`config.mk`:
```
export PLATFORM = sky130hd
export DESIGN_NAME = text_encoding_detector_top
export DESIGN_NICKNAME = d
export VERILOG_FILES = /design/src/hdl/ted_pkg.sv /design/src/hdl/ted_scan.sv /design/src/hdl/text_encoding_detector_top.sv
export SDC_FILE = /design/constraint.sdc
export NUM_CORES = 1
export LEC_CHECK = 0
export BUFFER_PORTS_ARGS = -buffer_cell sky130_fd_sc_hd__buf_2
export CORE_MARGIN = 4
export CORE_UTILIZATION = 24
export DETAILED_ROUTE_END_ITERATION = 8
export GPL_ROUTABILITY_DRIVEN = 1
export PLACE_DENSITY = 0.4
export SLEW_MARGIN = 5
export SYNTH_ARGS = -nofsm -noshare
export SYNTH_HDL_FRONTEND = slang
export SYNTH_HIERARCHICAL = 1
export SYNTH_SLANG_ARGS = --single-unit
```
`constraint.sdc`:
```
create_clock -name clk_i -period 1.8 [get_ports clk_i]
set_clock_uncertainty 0.05 [all_clocks]
set_input_delay 0.36 -clock clk_i [delete_from_list [all_inputs] [get_ports clk_i]]
set_output_delay 0.36 -clock clk_i [all_outputs]
set_load 0.05 [all_outputs]
```
`src/hdl/ted_pkg.sv`:
```
// Package for the text encoding detector: result struct, class codes and byte constants.
// No dependencies; imported by ted_scan and text_encoding_detector_top.
`default_nettype none
package ted_pkg;

  typedef enum logic [2:0] {
    CLS_UTF8_BOM  = 3'd0,
    CLS_UTF16LE   = 3'd1,
    CLS_UTF16BE   = 3'd2,
    CLS_UTF8      = 3'd3,
    CLS_LOCALE    = 3'd4
  } ted_class_e;

  typedef struct packed {
    ted_class_e  enc_class;
    logic [1:0]  offset;
    logic        utf8_valid;
  } ted_result_t;

  localparam logic [7:0] BomUtf8B0  = 8'hEF;
  localparam logic [7:0] BomUtf8B1  = 8'hBB;
  localparam logic [7:0] BomUtf8B2  = 8'hBF;
  localparam logic [7:0] BomHigh    = 8'hFF;
  localparam logic [7:0] BomLow     = 8'hFE;
  localparam logic [7:0] Lead2Min   = 8'hC2;
  localparam logic [7:0] Lead4Max   = 8'hF4;

  localparam logic [1:0] OffsetUtf8Bom  = 2'd3;
  localparam logic [1:0] OffsetUtf16Bom = 2'd2;
  localparam logic [1:0] OffsetNone     = 2'd0;

endpackage
`default_nettype wire

```
`src/hdl/ted_scan.sv`:
```
// Per-file scan state: first three bytes, byte count, owed continuations, sticky error.
// Computes the result for a final byte combinationally. Depends on ted_pkg.
`default_nettype none
module ted_scan import ted_pkg::*; (
  input  wire logic        clk_i,
  input  wire logic        rst_ni,
  input  wire logic        step_i,
  input  wire logic [7:0]  byte_i,
  input  wire logic        last_i,
  output ted_result_t      result_o
);

  logic [23:0] head_q, head_d;
  logic [1:0]  count_q, count_d;
  logic [1:0]  pend_q, pend_n, pend_d;
  logic        inv_q, inv_n, inv_d;
  logic        valid_f;
  logic [7:0]  b0, b1, b2;

  always_comb begin
    head_d  = head_q;
    count_d = count_q;
    unique case (count_q)
      2'd0:    head_d[7:0]   = byte_i;
      2'd1:    head_d[15:8]  = byte_i;
      2'd2:    head_d[23:16] = byte_i;
      default: head_d        = head_q;
    endcase
    if (count_q != 2'd3) begin
      count_d = count_q + 2'd1;
    end

    pend_n = pend_q;
    inv_n  = inv_q;
    if (pend_q != 2'd0) begin
      if (byte_i[7:6] != 2'b10) begin
        inv_n = 1'b1;
      end
      pend_n = pend_q - 2'd1;
    end else if (byte_i[7] == 1'b0) begin
      pend_n = 2'd0;
    end else if (byte_i[7:5] == 3'b110) begin
      if (byte_i < Lead2Min) begin
        inv_n = 1'b1;
      end else begin
        pend_n = 2'd1;
      end
    end else if (byte_i[7:4] == 4'b1110) begin
      pend_n = 2'd2;
    end else if (byte_i[7:3] == 5'b11110) begin
      if (byte_i > Lead4Max) begin
        inv_n = 1'b1;
      end else begin
        pend_n = 2'd3;
      end
    end else begin
      inv_n = 1'b1;
    end

    valid_f = !(inv_n || (pend_n != 2'd0));
    b0 = head_d[7:0];
    b1 = head_d[15:8];
    b2 = head_d[23:16];

    result_o.utf8_valid = valid_f;
    if (count_d == 2'd3 && b0 == BomUtf8B0 && b1 == BomUtf8B1 && b2 == BomUtf8B2) begin
      result_o.enc_class = CLS_UTF8_BOM;
      result_o.offset    = OffsetUtf8Bom;
    end else if (count_d >= 2'd2 && b0 == BomHigh && b1 == BomLow) begin
      result_o.enc_class = CLS_UTF16LE;
      result_o.offset    = OffsetUtf16Bom;
    end else if (count_d >= 2'd2 && b0 == BomLow && b1 == BomHigh) begin
      result_o.enc_class = CLS_UTF16BE;
      result_o.offset    = OffsetUtf16Bom;
    end else if (valid_f) begin
      result_o.enc_class = CLS_UTF8;
      result_o.offset    = OffsetNone;
    end else begin
      result_o.enc_class = CLS_LOCALE;
      result_o.offset    = OffsetNone;
    end

    pend_d = pend_n;
    inv_d  = inv_n;
    if (last_i) begin
      head_d  = '0;
      count_d = 2'd0;
      pend_d  = 2'd0;
      inv_d   = 1'b0;
    end
  end

  always_ff @(posedge clk_i or negedge rst_ni) begin
    if (!rst_ni) begin
      head_q  <= '0;
      count_q <= 2'd0;
      pend_q  <= 2'd0;
      inv_q   <= 1'b0;
    end else if (step_i) begin
      head_q  <= head_d;
      count_q <= count_d;
      pend_q  <= pend_d;
      inv_q   <= inv_d;
    end
  end

endmodule
`default_nettype wire

```
`src/hdl/text_encoding_detector_top.sv`:
```
// Top level of the text encoding detector: input register, scan logic, result register.
// Depends on ted_pkg and ted_scan.
// Throughput: one byte per cycle; a stalled result holds only the final byte behind it.
// The final byte passes through the input register, then its result is captured in the result register once it is free.
// Reset clears the scan state and both valid flags; the first byte starts a new file.
`default_nettype none
module text_encoding_detector_top import ted_pkg::*; (
  input  wire logic        clk_i,
  input  wire logic        rst_ni,
  input  wire logic        in_valid_i,
  output      logic        in_ready_o,
  input  wire logic [7:0]  data_byte_i,
  input  wire logic        final_byte_i,
  output      logic        out_valid_o,
  input  wire logic        out_ready_i,
  output      logic [2:0]  encoding_class_o,
  output      logic [1:0]  payload_offset_o,
  output      logic        utf8_valid_o
);

  logic        in_valid_q;
  logic [7:0]  byte_q;
  logic        last_q;
  logic        out_valid_q;
  ted_result_t res_q;
  ted_result_t res_d;
  logic        out_free;
  logic        advance;

  assign out_free   = !out_valid_q || out_ready_i;
  assign advance    = in_valid_q && (!last_q || out_free);
  assign in_ready_o = !in_valid_q || advance;

  always_ff @(posedge clk_i or negedge rst_ni) begin
    if (!rst_ni) begin
      in_valid_q <= 1'b0;
    end else if (in_ready_o) begin
      in_valid_q <= in_valid_i;
    end
  end

  always_ff @(posedge clk_i) begin
    if (in_ready_o && in_valid_i) begin
      byte_q <= data_byte_i;
      last_q <= final_byte_i;
    end
  end

  ted_scan u_scan (
    .clk_i    (clk_i),
    .rst_ni   (rst_ni),
    .step_i   (advance),
    .byte_i   (byte_q),
    .last_i   (last_q),
    .result_o (res_d)
  );

  always_ff @(posedge clk_i or negedge rst_ni) begin
    if (!rst_ni) begin
      out_valid_q <= 1'b0;
    end else if (out_free) begin
      out_valid_q <= advance && last_q;
    end
  end

  always_ff @(posedge clk_i) begin
    if (out_free && advance && last_q) begin
      res_q <= res_d;
    end
  end

  assign out_valid_o      = out_valid_q;
  assign encoding_class_o = res_q.enc_class;
  assign payload_offset_o = res_q.offset;
  assign utf8_valid_o     = res_q.utf8_valid;

  a_held_item_stays : assert property (@(posedge clk_i) disable iff (!rst_ni)
    in_valid_q && !advance |=> in_valid_q && $stable(byte_q) && $stable(last_q))
    else $error("held input item changed");

  a_bom_offset : assert property (@(posedge clk_i) disable iff (!rst_ni)
    out_valid_q && res_q.enc_class == CLS_UTF8_BOM |-> res_q.offset == OffsetUtf8Bom)
    else $error("UTF-8 mark without offset three");

  a_plain_class_validity : assert property (@(posedge clk_i) disable iff (!rst_ni)
    out_valid_q && (res_q.enc_class == CLS_UTF8 || res_q.enc_class == CLS_LOCALE)
    |-> res_q.offset == OffsetNone && (res_q.utf8_valid == (res_q.enc_class == CLS_UTF8)))
    else $error("unmarked class disagrees with validity");

  a_no_overwrite : assert property (@(posedge clk_i) disable iff (!rst_ni)
    out_valid_q && !out_ready_i |-> !(advance && last_q))
    else $error("final byte advanced into an occupied result register");

endmodule
`default_nettype wire

```
==> impl_metrics.py <==
metrics = {
    "cells_and_area": {
        "syn_to_final_growth_pct": 37.59,
        "nNetsFinal": 276,
        "instances_no_fill": 393,
        "drive_above_1_share": 0.4129,
        "fin_area_sq_mm": 0.003211,
        "n_antenna_cell": 0,
    },
    "sta": {
        "tns_ns": -0.1882,
        "slew_viol_final": 0,
        "fin_ws_ns": -0.09239,
        "period_minus_slack_ns": 1.892,
        "setup_violations": 3,
        "worst_slew_pin_slew_ns": 0.4981,
        "finalCritPeriodShare": 1.051,
        "rsz0062_at_grt": "true",
        "fmax_ghz": 0.5284,
        "hold_ws_ns": 0.1815,
        "hold_viol": 0,
        "relSlewSlack": 0.6667,
    },
    "critical_path": {
        "start_kind": "flip-flop",
        "crit_arrival_ns": 1.90,
        "crit_path_end_kind": "flip-flop",
        "path_max_fanout": 5,
        "criticalPathCategory": "reg -> reg",
        "rrSetupSlack_ns": -0.09,
        "required_ns": 1.81,
    },
    "global_routing": {
        "antenna_found_initial": 0,
        "grt_max_degree": 32,
        "first_global_vias": 1895,
        "track_usage": 0.1142,
        "grt_pass1_wl_microns": 10270,
        "grt-ovfl-total": 0,
    },
    "die": {
        "die_width_microns": 106.6,
        "start_util": 0.2490,
        "io-pin-count": 21,
        "design.core.area_sq_mm": 0.009371,
        "die-area_sq_mm": 0.01136,
        "die_y_microns": 106.6,
        "rows": 35,
    },
    "power_and_ir_drop": {
        "comb_power_share": 0.277,
        "p_clk_frac": 0.277,
        "leakage_nw": 1.245,
        "peakVddDrop_uv": 412.3,
        "powerDensity_mw_per_mm2": 1059,
        "p_total_mw": 3.399,
        "seqPwrFrac": 0.446,
        "p_int_mw": 2.341,
        "swShare": 0.3115,
        "p_sw_mw": 1.059,
    },
    "clock_network": {
        "root_buffer": "clkbuf_8",
        "clkTransAtPathRegs_ns": 0.09,
        "clock_sinks": 46,
        "cts_tree": "built",
        "clk_latency_ns": 0.30,
        "cts.path.max_buffers": 2,
        "htreeDepth": 2,
        "numCtsBuffers": 5,
    },
    "synth": {
        "synth.yosys.seq_area_share": 0.5255,
        "synth-warning-count": 6,
        "synth_area_leaders": "dfrtp_1 33%, edfxtp_1 19%, o2bb2ai_1 9.4%",
        "mappedNetlistArea_sq_mm": 0.002333,
        "ys_seq_elements": 46,
        "synthCells": 200,
        "synthFlopType": "dfrtp_1",
        "synth_area_per_cell_sq_um": 11.67,
        "synth_top_area_share": 0.3324,
        "synth-edff-count": 15,
        "async_flop_share": 0.6739,
        "yosysUniqueCellTypes": 49,
        "synth.most_common_cell": "dfrtp_1",
        "synthTopCellsByCount": "31 x dfrtp_1, 25 x a22oi_1, 25 x o2bb2ai_1, 15 x edfxtp_1, 15 x nand2_1",
        "yosysTopAreaCell": "dfrtp_1",
        "synth_nets": 213,
    },
    "route": {
        "via_per_inst": 4.669,
        "dr.pass1.iters": 4,
        "wl_microns": 6314,
        "dr.first_iter.drc_count": 112,
        "drc": 0,
        "vias": 1835,
        "antenna_left": 0,
        "wl_per_cell_microns": 16.07,
    },
    "run": {
        "maxCapViolCount": 0,
    },
    "placed_design": {
        "place_hpwl_microns": 4591,
        "dp.cells": 378,
        "place_area_sq_mm": 0.002892,
        "portBuffers": 20,
        "gp_congestion": 0.7442,
    },
    "outcome": {
        "violations": "setup timing",
        "status": "finished with violations",
    },
    "min_path": {
        "hold_class": "in -> reg",
    },
}
==> worst max-delay path, cell delays in order, from the launching register on <==
cell	delay, ns
dfrtp_1	0.41
buf_6	0.14
or2_4	0.29
o21ai_4	0.19
o2111ai_4	0.17
and2_1	0.18
o22a_2	0.22
==> logic make-up (layout without fill, tap and decap cells) <==
kind of cell           after synthesis  in the layout  synth area share
AOI/OAI and AO/OA                   78             78            0.2858
buffers and inverters               21             85           0.04933
DFF                                 46             46            0.5255
muxes                                4              4           0.01716
and+or+nand+nor                     51             51            0.1223
==> through the flow <==
stage | util | setup slack (ns)
2_1_floorplan | - | -0.01127
5_1_grt | 0.3426 | -0.1660
4_1_cts | 0.3340 | -0.05803
3_3_place_gp | 0.3085 | -0.1302
3_5_place_dp | 0.3085 | -0.1274
6_report | 0.3426 | -0.09239
==> worst paths after layout <==
check,from,end,depth (start not counted)
max in group asynchronous,rst_ni,out_valid_o,3
min,data_byte_i[0],byte_q[0],1
min in group asynchronous,rst_ni,u_scan/head_q[21],3
max,u_scan/count_q[1],encoding_class_o[1],6
min reg2reg,u_scan/head_q[20],u_scan/head_q[20],1
max reg2reg,u_scan/count_q[1],encoding_class_o[1],6
==> registers in the layout, indices dropped and copies added, names as in the netlist <==
name / count
encoding_class_o: 3
u_scan/inv_q: 1
last_q: 1
u_scan/pend_q: 2
utf8_valid_o: 1
out_valid_o: 1
u_scan/count_q: 2
payload_offset_o: 2
u_scan/head_q: 24
byte_q: 8
in_valid_q: 1
==> power groups by stage <==
| stage | registers, mW | clock network (mW) | logic, mW |
|---|---|---|---|
| 4_1_cts | 1.50 | 0.965 | 0.913 |
| 6_report | 1.52 | 0.940 | 0.942 |
| 3_5_place_dp | 1.51 | 0 | 0.857 |
| 2_1_floorplan | 1.48 | 0 | 0.571 |
| 5_1_grt | 1.55 | 1.02 | 1.03 |
| 3_3_place_gp | 1.51 | 0 | 0.851 |
==> cells in the final DEF, fill, tap and decap left out, types with 2 or more instances in the layout <==
cell	netlist	routed
buf_4	1	47
inv_1	3	3
o2bb2ai_1	25	25
and2_1	2	2
a21boi_2	0	2
clkbuf_8	0	5
o211ai_1	3	3
a22oi_1	25	25
buf_6	3	4
nand2b_1	3	2
bufinv_16	0	2
buf_2	7	20
edfxtp_1	15	15
nand2b_4	1	2
a21oi_1	6	5
o2111ai_4	0	2
nand4bb_1	2	2
nor2_1	11	10
dfrtp_1	31	29
mux2i_1	4	2
nand3_1	4	4
dfrtp_2	0	2
nand2_1	15	15
==> per-layer routing <==
metal	track usage	share of wire
met1	0.1687	0.52
met2	0.1763	0.46
met3	0.02167	0.024
met4	0.01918	0
met5	0	0
==> layout make-up <==
cell class | count | area (sq um)
multi-input cells | 133 | 1136
well taps | 129 | 161.4
flip-flops and latches | 46 | 1229
fillers | 980 | 6161
clock buffers | 5 | 68.82
inverters | 3 | 11.26
repair buffers | 74 | 535.5
clock inverters | 3 | 68.82
==> timing repair <==
item / in CTS / in global routing
hold buffers: 1 / 0
endpoints found under the setup margin: 4 / 8
gates cloned: 0 / 1
pin swaps: 6 / 8
gates resized for setup: 8 / 16
buffers inserted: 6 / 0
endpoints found under the hold margin: 31 / 0
Note: power is estimated with default switching activity, not from simulation.
